## src/hw/rtl/cb_pkg.sv

```systemverilog
// Shared constants and types of the comment blanker.
package cb_pkg;

	localparam logic [7:0] CH_SLASH  = 8'h2F;
	localparam logic [7:0] CH_STAR   = 8'h2A;
	localparam logic [7:0] CH_DQUOTE = 8'h22;
	localparam logic [7:0] CH_SQUOTE = 8'h27;
	localparam logic [7:0] CH_BSLASH = 8'h5C;
	localparam logic [7:0] CH_NL     = 8'h0A;
	localparam logic [7:0] CH_SPACE  = 8'h20;

	// One queue entry: the one or two output bytes that a single input beat produces.
	typedef struct packed {
		logic [7:0] b0;
		logic [7:0] b1;
		logic       two;
		logic       last;
	} cb_entry_t;

	// Head of the queue as seen by the output side.
	typedef struct packed {
		logic      avail;
		cb_entry_t entry;
	} cb_head_t;

endpackage

```

## src/hw/rtl/cb_in_if.sv

```systemverilog
// Input byte channel of the comment blanker.
interface cb_in_if;
	logic       valid;
	logic       ready;
	logic [7:0] in_byte;
	logic       in_last;

	modport source (output valid, output in_byte, output in_last, input ready);
	modport sink   (input valid, input in_byte, input in_last, output ready);
endinterface

```

## src/hw/rtl/cb_out_if.sv

```systemverilog
// Output byte channel of the comment blanker.
interface cb_out_if;
	logic       valid;
	logic       ready;
	logic [7:0] out_byte;
	logic       out_last;

	modport source (output valid, output out_byte, output out_last, input ready);
	modport sink   (input valid, input out_byte, input out_last, output ready);
endinterface

```

## src/hw/rtl/cb_lexer.sv

```systemverilog
// Front end: lexer state machine that turns each input beat into a queue entry, or none while it holds a byte back.
module cb_lexer (
	input  logic              clk,
	input  logic              arst_n,
	input  logic              in_valid,
	output logic              in_ready,
	input  logic [7:0]        in_byte,
	input  logic              in_last,
	input  logic              q_full,
	output logic              push,
	output cb_pkg::cb_entry_t push_entry
);
	import cb_pkg::*;

	typedef enum logic [2:0] {
		MODE_NORMAL  = 3'd0,
		MODE_STR     = 3'd1,
		MODE_STR_ESC = 3'd2,
		MODE_CHR     = 3'd3,
		MODE_CHR_ESC = 3'd4,
		MODE_LINE    = 3'd5,
		MODE_BLOCK   = 3'd6
	} lex_mode_t;

	typedef struct packed {
		logic       emit;
		logic [7:0] ch;
		lex_mode_t  mode;
		logic       hold;
	} plain_res_t;

	lex_mode_t  mode_q;
	logic       held_q;
	lex_mode_t  mode_d;
	logic       held_d;
	logic       accept;
	plain_res_t pr;
	lex_mode_t  plain_mode;
	logic       emit0;
	logic [7:0] ch0;
	logic       emit1;
	logic [7:0] ch1;

	// Handling of one byte on its own, without regard to a byte held back.
	function automatic plain_res_t plain_step(lex_mode_t m, logic [7:0] b, logic lst);
		plain_res_t r;
		r.emit = 1'b1;
		r.ch   = b;
		r.mode = m;
		r.hold = 1'b0;
		case (m)
			MODE_STR: begin
				if (b == CH_BSLASH) r.mode = MODE_STR_ESC;
				else if (b == CH_DQUOTE) r.mode = MODE_NORMAL;
			end
			MODE_STR_ESC: r.mode = MODE_STR;
			MODE_CHR: begin
				if (b == CH_BSLASH) r.mode = MODE_CHR_ESC;
				else if (b == CH_SQUOTE) r.mode = MODE_NORMAL;
			end
			MODE_CHR_ESC: r.mode = MODE_CHR;
			MODE_LINE: begin
				if (b == CH_NL) r.mode = MODE_NORMAL;
				else r.ch = CH_SPACE;
			end
			MODE_BLOCK: begin
				if (b == CH_STAR) begin
					r.ch = CH_SPACE;
					if (!lst) begin
						r.emit = 1'b0;
						r.hold = 1'b1;
					end
				end else if (b != CH_NL) begin
					r.ch = CH_SPACE;
				end
			end
			default: begin
				r.mode = MODE_NORMAL;
				if (b == CH_DQUOTE) r.mode = MODE_STR;
				else if (b == CH_SQUOTE) r.mode = MODE_CHR;
				else if (b == CH_SLASH && !lst) begin
					r.emit = 1'b0;
					r.hold = 1'b1;
				end
			end
		endcase
		return r;
	endfunction

	assign in_ready = !q_full;
	assign accept   = in_valid && in_ready;

	// A held slash outside a block comment always returns the lexer to normal text.
	always_comb begin
		if (held_q && mode_q != MODE_BLOCK) plain_mode = MODE_NORMAL;
		else plain_mode = mode_q;
	end

	assign pr = plain_step(plain_mode, in_byte, in_last);

	always_comb begin
		emit0  = pr.emit;
		ch0    = pr.ch;
		emit1  = 1'b0;
		ch1    = CH_SPACE;
		mode_d = pr.mode;
		held_d = pr.hold;
		if (held_q) begin
			emit0 = 1'b1;
			if (mode_q == MODE_BLOCK) begin
				ch0 = CH_SPACE;
				if (in_byte == CH_SLASH) begin
					emit1  = 1'b1;
					mode_d = MODE_NORMAL;
					held_d = 1'b0;
				end else begin
					emit1 = pr.emit;
					ch1   = pr.ch;
				end
			end else begin
				if (in_byte == CH_SLASH || in_byte == CH_STAR) begin
					ch0    = CH_SPACE;
					emit1  = 1'b1;
					mode_d = (in_byte == CH_SLASH) ? MODE_LINE : MODE_BLOCK;
					held_d = 1'b0;
				end else begin
					ch0   = CH_SLASH;
					emit1 = pr.emit;
					ch1   = pr.ch;
				end
			end
		end
		if (in_last) begin
			mode_d = MODE_NORMAL;
			held_d = 1'b0;
		end
	end

	assign push            = accept && emit0;
	assign push_entry.b0   = ch0;
	assign push_entry.b1   = ch1;
	assign push_entry.two  = emit1;
	assign push_entry.last = in_last;

	always_ff @(posedge clk or negedge arst_n) begin
		if (!arst_n) begin
			mode_q <= MODE_NORMAL;
			held_q <= 1'b0;
		end else if (accept) begin
			mode_q <= mode_d;
			held_q <= held_d;
		end
	end

endmodule

```

## src/hw/rtl/cb_queue.sv

```systemverilog
// Small register queue of entries between the lexer and the output stage.
module cb_queue #(
	parameter int DEPTH = 4
) (
	input  logic              clk,
	input  logic              arst_n,
	input  logic              push,
	input  cb_pkg::cb_entry_t push_entry,
	output logic              full,
	input  logic              pop,
	output cb_pkg::cb_head_t  head
);
	import cb_pkg::*;

	localparam int AW = (DEPTH > 1) ? $clog2(DEPTH) : 1;
	localparam int CW = $clog2(DEPTH + 1);
	localparam logic [AW-1:0] LAST_PTR = AW'(DEPTH - 1);
	localparam logic [CW-1:0] FULL_CNT = CW'(DEPTH);

	cb_entry_t       mem_q [DEPTH];
	logic [AW-1:0]   wr_ptr_q;
	logic [AW-1:0]   rd_ptr_q;
	logic [CW-1:0]   count_q;
	logic            do_pop;

	assign full       = (count_q == FULL_CNT);
	assign head.avail = (count_q != '0);
	assign head.entry = mem_q[rd_ptr_q];
	assign do_pop     = pop && head.avail;

	always_ff @(posedge clk) begin
		if (push) mem_q[wr_ptr_q] <= push_entry;
	end

	always_ff @(posedge clk or negedge arst_n) begin
		if (!arst_n) begin
			wr_ptr_q <= '0;
			rd_ptr_q <= '0;
			count_q  <= '0;
		end else begin
			if (push) wr_ptr_q <= (wr_ptr_q == LAST_PTR) ? '0 : wr_ptr_q + 1'b1;
			if (do_pop) rd_ptr_q <= (rd_ptr_q == LAST_PTR) ? '0 : rd_ptr_q + 1'b1;
			if (push && !do_pop) count_q <= count_q + 1'b1;
			else if (!push && do_pop) count_q <= count_q - 1'b1;
		end
	end

endmodule

```

## src/hw/rtl/cb_emitter.sv

```systemverilog
// Back end: output register that hands out the bytes of each entry one beat at a time.
module cb_emitter (
	input  logic             clk,
	input  logic             arst_n,
	input  cb_pkg::cb_head_t head,
	output logic             pop,
	output logic             out_valid,
	input  logic             out_ready,
	output logic [7:0]       out_byte,
	output logic             out_last
);
	import cb_pkg::*;

	cb_entry_t ent_q;
	logic      valid_q;
	logic      idx_q;
	logic      done;
	logic      load;

	// The entry is finished when its final byte leaves on this edge.
	assign done = valid_q && out_ready && (idx_q == ent_q.two);
	assign load = !valid_q || done;
	assign pop  = load && head.avail;

	assign out_valid = valid_q;
	assign out_byte  = idx_q ? ent_q.b1 : ent_q.b0;
	assign out_last  = ent_q.last && (idx_q == ent_q.two);

	always_ff @(posedge clk) begin
		if (pop) ent_q <= head.entry;
	end

	always_ff @(posedge clk or negedge arst_n) begin
		if (!arst_n) begin
			valid_q <= 1'b0;
			idx_q   <= 1'b0;
		end else if (load) begin
			valid_q <= head.avail;
			idx_q   <= 1'b0;
		end else if (out_ready) begin
			idx_q <= 1'b1;
		end
	end

endmodule

```

## src/hw/rtl/c_comment_blanker.sv

```systemverilog
// Top level of the streaming C/C++ comment blanker.
//
// rx carries the source text, one byte per beat, with in_last on the final
// byte of a text. tx returns the text with every comment turned into spaces;
// newlines inside block comments are kept, and out_last marks the final byte.
// Each input beat yields zero, one or two output beats (a held slash or star
// is released together with the byte that follows it).
// The lexer takes one input beat per cycle while the queue has room. The
// output register sends one byte per cycle while tx is ready, and a beat
// that yields two bytes holds it until both have left; with tx ready the
// sustained rate is one input byte per cycle for ordinary text. An accepted
// byte passes through the queue into the output register before it is sent.
// While tx is stalled the queue fills, and once it holds QUEUE_DEPTH entries
// rx.ready drops until the output register takes the next entry from it.
// Reset empties the queue and returns the lexer to normal text with nothing
// held.
module c_comment_blanker #(
	parameter int QUEUE_DEPTH = 4
) (
	input logic      clk,
	input logic      arst_n,
	cb_in_if.sink    rx,
	cb_out_if.source tx
);
	import cb_pkg::*;

	logic      q_full;
	logic      push;
	cb_entry_t push_entry;
	logic      pop;
	cb_head_t  head;

	cb_lexer u_lexer (
		.clk        (clk),
		.arst_n     (arst_n),
		.in_valid   (rx.valid),
		.in_ready   (rx.ready),
		.in_byte    (rx.in_byte),
		.in_last    (rx.in_last),
		.q_full     (q_full),
		.push       (push),
		.push_entry (push_entry)
	);

	cb_queue #(
		.DEPTH (QUEUE_DEPTH)
	) u_queue (
		.clk        (clk),
		.arst_n     (arst_n),
		.push       (push),
		.push_entry (push_entry),
		.full       (q_full),
		.pop        (pop),
		.head       (head)
	);

	cb_emitter u_emitter (
		.clk       (clk),
		.arst_n    (arst_n),
		.head      (head),
		.pop       (pop),
		.out_valid (tx.valid),
		.out_ready (tx.ready),
		.out_byte  (tx.out_byte),
		.out_last  (tx.out_last)
	);

endmodule

```

## src/flat_wrapper.sv

```systemverilog
// flat-port wrapper written by rule: the top's interface ports become plain ports
module c_comment_blanker_flat import cb_pkg::*;
#(
	parameter int QUEUE_DEPTH = 4
)
  (clk, arst_n, rx_valid, rx_in_byte, rx_in_last, rx_ready, tx_valid, tx_out_byte, tx_out_last, tx_ready);
  cb_in_if rx_i ();
  cb_out_if tx_i ();
  input logic clk;
  input logic arst_n;
  input wire logic [$bits(rx_i.valid)-1:0] rx_valid;
  input wire logic [$bits(rx_i.in_byte)-1:0] rx_in_byte;
  input wire logic [$bits(rx_i.in_last)-1:0] rx_in_last;
  output wire logic [$bits(rx_i.ready)-1:0] rx_ready;
  output wire logic [$bits(tx_i.valid)-1:0] tx_valid;
  output wire logic [$bits(tx_i.out_byte)-1:0] tx_out_byte;
  output wire logic [$bits(tx_i.out_last)-1:0] tx_out_last;
  input wire logic [$bits(tx_i.ready)-1:0] tx_ready;
  assign rx_i.valid = rx_valid;
  assign rx_i.in_byte = rx_in_byte;
  assign rx_i.in_last = rx_in_last;
  assign rx_ready = rx_i.ready;
  assign tx_valid = tx_i.valid;
  assign tx_out_byte = tx_i.out_byte;
  assign tx_out_last = tx_i.out_last;
  assign tx_i.ready = tx_ready;
  c_comment_blanker #(.QUEUE_DEPTH(QUEUE_DEPTH)) u_core (.clk(clk), .arst_n(arst_n), .rx(rx_i), .tx(tx_i));
endmodule
```

## config.mk

```make
export PLATFORM = sky130hd
export DESIGN_NAME = c_comment_blanker_flat
export DESIGN_NICKNAME = d
export VERILOG_FILES = /design/src/hw/rtl/cb_pkg.sv /design/src/hw/rtl/cb_in_if.sv /design/src/hw/rtl/cb_out_if.sv /design/src/hw/rtl/cb_lexer.sv /design/src/hw/rtl/cb_queue.sv /design/src/hw/rtl/cb_emitter.sv /design/src/hw/rtl/c_comment_blanker.sv /design/src/flat_wrapper.sv
export SDC_FILE = /design/constraint.sdc
export NUM_CORES = 1
export LEC_CHECK = 0
export ABC_AREA = 1
export BUFFER_PORTS_ARGS = -buffer_cell sky130_fd_sc_hd__buf_2
export CORE_AREA = 2 2 99 101
export DETAILED_ROUTE_END_ITERATION = 8
export DIE_AREA = 0 0 101 103
export PLACE_DENSITY_LB_ADDON = 0.1
export SETUP_SLACK_MARGIN = 0.5
export SYNTH_ARGS = -nofsm -noshare
export SYNTH_HDL_FRONTEND = slang
export SYNTH_SLANG_ARGS = --single-unit
export TNS_END_PERCENT = 30
```

## constraint.sdc

```tcl
create_clock -name clk -period 3.7 [get_ports clk]
set_clock_uncertainty 0.15 [all_clocks]
set_input_delay 0.37 -clock clk [delete_from_list [all_inputs] [get_ports clk]]
set_output_delay 0.37 -clock clk [all_outputs]
set_load 0.1 [all_outputs]
```

# After elaboration in Yosys (flattened, before gate mapping)
# Memories as Yosys holds them, arrays and structs flattened. A register that Yosys moved wholly into a read port is not among the register bits.
# Cells that the tools add are included.
dict set report totals {
  register_bits 13
  ramBits 72
  in_bits 13
  output_inout_bits 11
  word_cells 109
  n_memories 1
}
# memory words word_bits rd rd_ports_with_merged_regs write_ports line_no
set mem_list {}
lappend mem_list {u_core.u_queue.mem_q 4 18 1 1 1 cb_queue.sv:20} ;# cb_entry_t mem_q [DEPTH];
dict set report op_classes {
  add_sub_neg 4
  n_eq_ne 19
  n_mux 56
  reduce_logical 22
}
# operator count
set op_table {}
lappend op_table {{8-bit two-way mux} 9}
lappend op_table {{3-bit two-way mux} 13}
lappend op_table {{8-bit by 6-bit equality test with 1-bit output (second input constant)} 4}
lappend op_table {{1-bit two-way mux} 23}
lappend op_table {{3-bit case mux with 6 select lines} 1}
lappend op_table {{8-bit case mux with 2 select lines} 1}
lappend op_table {{3-bit equality test (second input constant)} 5}
lappend op_table {{1-bit logical AND} 11}
lappend op_table {{2-bit two-way mux} 5}
lappend op_table {{8-bit by 4-bit equality test with 1-bit output (second input constant)} 1}
lappend op_table {{8-bit by 7-bit equality test with 1-bit output (second input constant)} 1}
lappend op_table {{4-bit two-way mux} 2}
lappend op_table {{8-bit by 4-bit != test with 1-bit output (second input constant)} 1}
lappend op_table {{3-bit by 2-bit equality test with 1-bit output (second input constant)} 2}
lappend op_table {{1-bit zero test} 5}
lappend op_table {{5-bit OR reduction} 1}
lappend op_table {{2-bit by 1-bit adder with 2-bit output (second input constant)} 2}
lappend op_table {{2-bit equality test (second input constant)} 2}
lappend op_table {{1-bit case mux with 2 select lines} 2}
lappend op_table {{2-bit nonzero test} 2}
lappend op_table {{3-bit by 1-bit adder with 3-bit output (second input constant)} 1}
lappend op_table {{3-bit by 1-bit equality test with 1-bit output (second input constant)} 1}
lappend op_table {{3-bit != test (second input constant)} 1}
lappend op_table {{3-bit nonzero test} 1}
lappend op_table {{3 further kinds} 4}

# Depth between registers and ports, before layout
# Gate-level depths: netlist of the first run.
dict set report depth {
  depth_word 12
  ltp_mapped 17
  ltp_nobuf 16
}

# Cells and area by module
# From an unflattened synthesis of the first run, not the netlist that was laid out.
dict set report hier_totals {
  hier_cells 466
  area_unflattened_um2 4888.4
}
# module n_inst cells_per_inst area_per_inst_um2 seq_area_each_um2
set modules_own_cells {}
lappend modules_own_cells {cb_queue 1 264 3328.2 2337.2}
lappend modules_own_cells {cb_lexer 1 145 784.5 100.1}
lappend modules_own_cells {cb_emitter 1 57 775.7 590.6}

# Least setup slack after synthesis of the first run
# No wires, ideal clock.
dict set report synth_path {
  kind {register -> register}
  startpoint {register u_core.u_emitter.valid_q (netlist: u_core.u_emitter.out_valid)}
  endpoint {register u_core.u_queue.count_q[1]}
  setup_time_ns 0.125
  arrival_time_ns 3.049
  required_ns 3.425
  setup_slack_ns 0.376
  path_stages_with_launch 9
  path_buffers 0
  synth_period_minus_slack_ns 3.324
  cell_sequence {dfrtp_1 -> o21ai_0 -> inv_1 -> nor2_1 -> inv_1 -> ha_1 -> inv_1 -> fa_1 -> mux2_2}
}
dict set report synth_via {
  elab_chain_cells 8
  word_cells_on_any_way 11
  classes_between {1 x mux; 10 x reduce/logical}
}
# item line_no
set synth_rtl {}
lappend synth_rtl {{start, declared} cb_emitter.sv:15} ;# logic valid_q;
lappend synth_rtl {{start signal, assigned} cb_emitter.sv:38} ;# valid_q <= head.avail;
lappend synth_rtl {{1-bit logical AND (2 in series)} cb_emitter.sv:21} ;# assign done = valid_q && out_ready && (idx_q == ent_q.two);
lappend synth_rtl {{1-bit logical OR *} cb_emitter.sv:22} ;# assign load = !valid_q || done;
lappend synth_rtl {{1-bit logical AND *} cb_emitter.sv:23} ;# assign pop = load && head.avail;
lappend synth_rtl {{named net u_core.pop} c_comment_blanker.sv:30} ;# logic pop;
lappend synth_rtl {{1-bit logical AND *} cb_queue.sv:29} ;# assign do_pop = pop && head.avail;
lappend synth_rtl {{1-bit zero test} cb_queue.sv:43} ;# if (push && !do_pop) count_q <= count_q + 1'b1;
lappend synth_rtl {{1-bit logical AND} cb_queue.sv:43}
lappend synth_rtl {{3-bit two-way mux or 2-bit nonzero test (tied branches)} n/a}
lappend synth_rtl {{end signal, assigned} cb_queue.sv:43}
lappend synth_rtl {{end signal, assigned} cb_queue.sv:44} ;# else if (!push && do_pop) count_q <= count_q - 1'b1;
lappend synth_rtl {{end, declared} cb_queue.sv:23} ;# logic [CW-1:0] count_q;
# Mark *: on every way through the listed nets, which the timed path passes. The rest lies on a longest branch.
# A chain may end at the register's enable or synchronous reset.

# Worst setup path in the final report of the first run
dict set report layout_path {
  startpoint {register u_core.u_lexer.held_q}
  endpoint {register u_core.u_queue.count_q[1]}
}
dict set report layout_via {
  elab_chain_cells 10
  word_cells_on_any_way 17
  classes_between {6 x eq/ne; 4 x mux; 7 x reduce/logical}
}
# item line_no
set layout_rtl {}
lappend layout_rtl {{start, declared} cb_lexer.sv:33} ;# logic held_q;
lappend layout_rtl {{start signal, assigned} cb_lexer.sv:151} ;# held_q <= held_d;
lappend layout_rtl {{1-bit logical AND} cb_lexer.sv:95} ;# if (held_q && mode_q != MODE_BLOCK) plain_mode = MODE_NORMAL;
lappend layout_rtl {{3-bit two-way mux} cb_lexer.sv:95}
lappend layout_rtl {{3-bit equality test, or another cell as far along} cb_lexer.sv:51} ;# case (m)
lappend layout_rtl {{5-bit OR reduction (no source line)} n/a}
lappend layout_rtl {{1-bit case mux with 2 select lines} cb_lexer.sv:51}
lappend layout_rtl {{1-bit two-way mux *} cb_lexer.sv:108} ;# if (held_q) begin
lappend layout_rtl {{1-bit logical AND *} cb_lexer.sv:139} ;# assign push = accept && emit0;
lappend layout_rtl {{named net u_core.push} c_comment_blanker.sv:28} ;# logic push;
lappend layout_rtl {{1-bit zero test} cb_queue.sv:44}
lappend layout_rtl {{1-bit logical AND} cb_queue.sv:44}
lappend layout_rtl {{2-bit nonzero test (no source line)} n/a}
# Marked as above.

==> metrics, run 1 <==
outcome=finished, final reports clean; Die Area=roughly 10000 um2; register area share after synthesis=between 60% and 70%; worst hold slack=91.6 ps; Routed WL=8.79 mm; Final Net Count=roughly 470; Mapped Cells=between 400 and 500; Tot Pwr=4150 uW; via count=3010; crit end category=flip-flop; first-pass detailed-route iteration total=5; most frequent cell after synthesis=edfxtp_1; drc violations=0; core area=roughly 9500 um2; RSZ-0062 raised after global routing=false; routed wire length per instance=around 15 um; area leader, netlist=edfxtp_1; Starting Density=between 40% and 50%; first-pass GRT wire length=between 10 and 15 mm; Setup Buffers After CTS=0; clk sink count=103; Clock Path Buffers=2; Yosys top cell area share=between 50% and 60%; layout cells sized above 1=a little over an eighth; Chip Width=between 100 and 150 um; htree depth=3; CTS Buf Count=9; I/O Pins=24; mean post-synth cell area=approximately 11 um2; synthesized flop and latch total=just over 100; Post-DP HPWL=5.87 mm; Routed Antenna Nets=0; crit share post-route=between 70% and 80%; syn nets=438; PD cells=835 nW/um2; Inserted Diodes=0; Req. time, crit path=between 3000 and 4000 ps; FF/Latch Area=between 3000 and 4000 um2; max_slew headroom=between 50% and 60%; footprint of the multi-input gates=approximately 1300 um2; Worst Path Arrival=3030 ps; GRT Total Usage=a little under a fifth; Worst Tran Pin Value=a little over 600 ps; number of synthesized flops with an enable pin=90; RePlAce Congestion=0.874; vias per cell=5.31; Peak supply drop=about 0.51 mV; worst min path class=in -> reg; Fillers=848; Die Span Y=slightly above 100 um; Slew Limit Fails=0; Setup CP Type=reg -> reg; Synth Cell Area=4520 um2; Worst-path clk slew=roughly 100 ps; initial antenna violation count=0; cells taking the most area after synthesis=edfxtp_1 (60%), dfrtp_1 (7.2%), nand2_1 (6.5%), o21ai_0 (5.3%), nor2_1 (5.3%); Iter 0 DRT Violations=approximately 170; total gr overflow=0; maximum clock rate=around 340 MHz; CP startpoint kind=flip-flop; Yosys warnings=0; Area Growth Syn to Fin=10.0%; ys async rst share=12.6%; top_reg_cell synth=edfxtp_1; clk_lat worst skew=approximately 360 ps; crit-path max FO=16; largest net degree at the start of global routing=39; Distinct cells, synth=32; Commonest cells post-synth=edfxtp_1 (90), nand2_1 (78), nor2_1 (64); number of cell rows=36; min cycle time layout=2920 ps; count of final setup violators=0; CTS Root Cell=clkbuf_8; number of global-route vias before repair=about 2700; CTS tree=built; P_leak=0.00193 uW; final setup margin=just under 800 ps; Final Hold Fails=0; Setup TNS=0 ps; max-cap violations=0; IO Port Bufs=23; placement-stage worst setup slack=roughly 710 ps
## kinds of logic after synthesis
| family | count (synthesis) | synth area share [%] |
|---|---|---|
| muxes | 1 | 0.249 |
| adders and majority gates | 7 | 2.11 |
| xor gates and xnor gates | 3 | 0.582 |
| buffers and inverters | 53 | 4.63 |
| AOI/OAI and AO/OA | 75 | 9.06 |
| and+or+nand+nor | 176 | 16.3 |
| DFF | 103 | 67.1 |
## worst max-delay path, cell delays in order, from the launching register on
cell and delay (ps):
dfrtp_2 520, inv_2 200, nand3_1 120, nor2_1 190, inv_1 90, nand3_2 100, clkinv_1 100, o21ai_2 100
nand3_2 140, nand2_4 110, inv_1 50, ha_1 170, inv_1 90, fa_1 410, mux2_2 260
## stage by stage
step	area, um2	utilization [%]	cells
2_1_floorplan	4520	-	418
3_3_place_gp	4780	50.5	550
3_5_place_dp	4780	50.5	550
4_1_cts	4970	52.5	567
5_1_grt	4970	52.5	567
6_report	4970	52.5	567
## state kept, by name, indices dropped and copies added (netlist names)
name and flops:
u_core.u_queue.mem_q 72, u_core.u_emitter.ent_q 18, u_core.u_lexer.mode_q 3, u_core.u_queue.count_q 3
u_core.u_queue.rd_ptr_q 2, u_core.u_queue.wr_ptr_q 2, u_core.u_emitter.idx_q 1, u_core.u_emitter.out_valid 1
u_core.u_lexer.held_q 1
## path summary, 6_finish.rpt
kind	from	slack [ps]	to	cells past startpoint
max in group asynchronous	arst_n	2820	u_core.u_lexer.held_q	2
min in group asynchronous	arst_n	290	u_core.u_emitter.idx_q	2
worst max register to register	u_core.u_lexer.held_q	780	u_core.u_queue.count_q[1]	14
worst min-delay path	tx_ready	90	u_core.u_emitter.idx_q	3
worst min register to register	u_core.u_queue.count_q[2]	360	u_core.u_queue.count_q[2]	1
worst max-delay path	u_core.u_lexer.held_q	780	u_core.u_queue.count_q[1]	14
## power breakdown
group	internal [uW]	leakage [uW]	switching [uW]
clock	253	0.0000935	393
combinational	382	0.000854	1340
sequential	1670	0.000984	111
total	2300	0.00193	1850
## layer usage
layer	share of wire, %	vias to the layer above	global-route usage, %	wire [um]
met2	46	100	28.7	4030
li1	-	1496	-	-
met1	47	1402	25.6	4150
met3	5.3	12	3.19	465
met5	0	-	0	0
met4	1.6	0	6.44	137
## cell usage in the layout (no fill, tap or decap), types with 6 or more instances in the layout
cell      Yosys  routed
ha_1          6       6
edfxtp_1     90      90
dfrtp_1      13      12
inv_1        34      34
o22ai_1      19      19
nand3_1      15      15
nand2_1      78      78
o21ai_0      48      48
nor2_1       64      63
nor3_1        7       7
buf_4         0       8
buf_2         2      23
clkbuf_8      0       9
## what timing repair did
| item | in CTS | in global routing |
|---|---|---|
| hold buffers | 1 | 0 |
| setup endpoints to repair | 0 | 1 |
| gates resized for setup | 0 | 1 |
| hold endpoints to repair | 13 | 0 |
## area by class of cell
type | count | share of cell area [%]
Clock buffer | 9 | 2.49
Multi-Input combinational cell | 262 | 25.8
Timing Repair Buffer | 32 | 3.73
Tap cell | 114 | 2.87
Sequential cell | 103 | 61.0
Inverter | 40 | 3.02
Clock inverter | 7 | 1.11
No activity file was read; power rests on OpenSTA's default activity.
==> run 2, diff against run 1 <==
- clock period: 3.7 -> 2.6 ns (I/O delays scaled with it)
==> run 2 against run 1 <==
Global-route usage increased by 1.2 points. Clock power rose by 62%. Count of clock-buffer cells in the layout is the same. Largest power group is now combinational cells. Register-to-register slack lost 570 ps. Worst hold slack got worse by 56 ps. Total power rose by 52%. Critical path type unchanged. Via count is 4.1% higher. Largest cell class unchanged. Sequential share of layout area shrank 5.3 points.
==> metrics, run 2 (synthesized netlist as in run 1, its figures left out) <==
Final Hold Fails=0 (unchanged); GRT Total Usage=19.4% (+1.2 points); IO Port Bufs=23 (unchanged); Die Area=10400 um2 (unchanged); first-pass GRT wire length=15.0 mm (+7.4%); crit path cell chain=inv_2 -> nand3_2 -> nor2_2 -> inv_2 -> nand3_4 -> inv_4 -> o21ai_4 -> nand3_2 -> nand2_4 -> inv_2 -> ha_4 -> inv_4 -> fa_1 -> mux2_4; Setup CP Type=reg -> reg; I/O Pins=24 (unchanged); PD cells=1160 nW/um2 (+39%); P_leak=0.00215 uW (+11%); Layout Utilization=57.5% (+5.0 points); total gr overflow=0 (unchanged); Worst-path clk slew=100 ps (about the same); core area=9460 um2 (unchanged); crit-path most repeated cell=inv_2; RePlAce Congestion=0.828 (-5.3%); via count=3132 (+4.1%); CTS tree=built; Largest regs=u_core.u_queue.mem_q: 72 flops, u_core.u_emitter.ent_q: 18 flops; crit-path max FO=5 (-11); Clock Path Buffers=2 (unchanged); Inserted Diodes=0 (unchanged); layout cells sized above 1=23.5% (+10 points); Post-DP HPWL=6.10 mm (+3.9%); Req. time, crit path=2720 ps (-1090 ps); commonest non-fill, non-tap cell in the layout=edfxtp_1; Routed Antenna Nets=0 (unchanged); RSZ-0062 raised after global routing=true; critical path's slowest cell=dfrtp_1; Biggest register=u_core.u_queue.mem_q; worst min path class=in -> reg; crit share post-route=91.8% (+13 points); drc violations=0 (unchanged); initial antenna violation count=0 (unchanged); CP startpoint kind=flip-flop; number of global-route vias before repair=2967 (+11%); vias per cell=5.19 (-2.3%); CTS Buf Count=9 (unchanged); max_slew headroom=63.5% (+4.3 points); CTS Root Cell=clkbuf_8; number of cell rows=36 (unchanged); first-pass detailed-route iteration total=5 (unchanged); Worst Tran Pin Value=543 ps (-61.7 ps); Final Net Count=505 (+7.9%); Routed WL=9.35 mm (+6.4%); Setup TNS=0 ps (unchanged); Starting Density=47.7% (unchanged); Die Span Y=103 um (unchanged); largest net degree at the start of global routing=38 (-2.6%); Worst Path Arrival=2500 ps (-530 ps); Buf/Inv on CP=5 (unchanged); outcome=finished, final reports clean; Slew Limit Fails=0 (unchanged); Worst path max stage delay=430 ps (-90 ps); crit end category=flip-flop; htree depth=3 (unchanged); Area Growth Syn to Fin=20.4%; clk_lat worst skew=370 ps (about the same); maximum clock rate=419 MHz (+22%); commonest cells after routing, fill and taps aside=edfxtp_1 (90), nand2_1 (76), nor2_1 (58), o21ai_0 (45), buf_4 (40); critical path's top delay family=adder cells; Peak supply drop=0.980 mV (+94%); clk sink count=103 (unchanged); max-cap violations=0 (unchanged); count of final setup violators=0 (unchanged); max FFs per register=72 (unchanged); Iter 0 DRT Violations=116 (-32%); min cycle time layout=2390 ps (-530 ps); routed wire length per instance=15.5 um (-0.12%); Chip Width=101 um (unchanged)
==> run 2: worst paths after layout <==
kind	from	endpoint	slack, ps	depth (start not counted)
hold reg to reg	u_core.u_queue.count_q[0]	u_core.u_queue.count_q[0]	410	1
hold / removal	rx_valid	u_core.u_lexer.mode_q[0]	40	4
max in group asynchronous	arst_n	u_core.u_emitter.out_valid	1870	2
setup / recovery	u_core.u_lexer.mode_q[2]	u_core.u_queue.count_q[1]	210	14
min in group asynchronous	arst_n	u_core.u_queue.rd_ptr_q[0]	160	2
setup reg to reg	u_core.u_lexer.mode_q[2]	u_core.u_queue.count_q[1]	210	14
==> run 2: report_power, final <==
part           internal, uW  switching, uW
registers              2370            198
logic                   733           1950
clock network           468            579
==> run 2: cell type report <==
type,instances,area [um2]
tap,114,143
sequential,103,3030
timing repair buffer,69,515
clock buffer,9,124
multi-input combinational,262,1380
inverter,40,155
fill,804,4020
clock inverter,7,91.3
==> run 2: per-stage QoR <==
step	area, um2	std cells	total power, uW	setup WS [ps]	hold WS (ps)
2_1_floorplan	4560	418	4520	64.4	-186
3_3_place_gp	4900	562	5060	19.9	32.7
3_5_place_dp	4900	562	5110	-40.7	42.5
4_1_cts	5370	599	6330	209	1.04
5_1_grt	5440	604	6690	93.7	31.6
6_report	5440	604	6300	213	35.6
==> run 2: what timing repair did <==
| item | CTS | global route |
|---|---|---|
| hold buffers | 2 | 0 |
| endpoints found under the hold margin | 14 | 0 |
| endpoints found under the setup margin | 79 | 122 |
| resized for setup | 11 | 10 |
| setup buffers | 19 | 5 |
| pin swaps | 9 | 6 |
==> run 2: layer usage <==
metal  GRT usage, %  share of wire, %
met1           26.0                47
met2           31.8                48
met3           3.86               4.3
met4           6.76               1.4
met5              0                 0
==> run 2: worst min-delay path: stages <==
cell and delay, ps:
buf_2 70, nand2_1 70, nand2_1 70, nand2_1 50
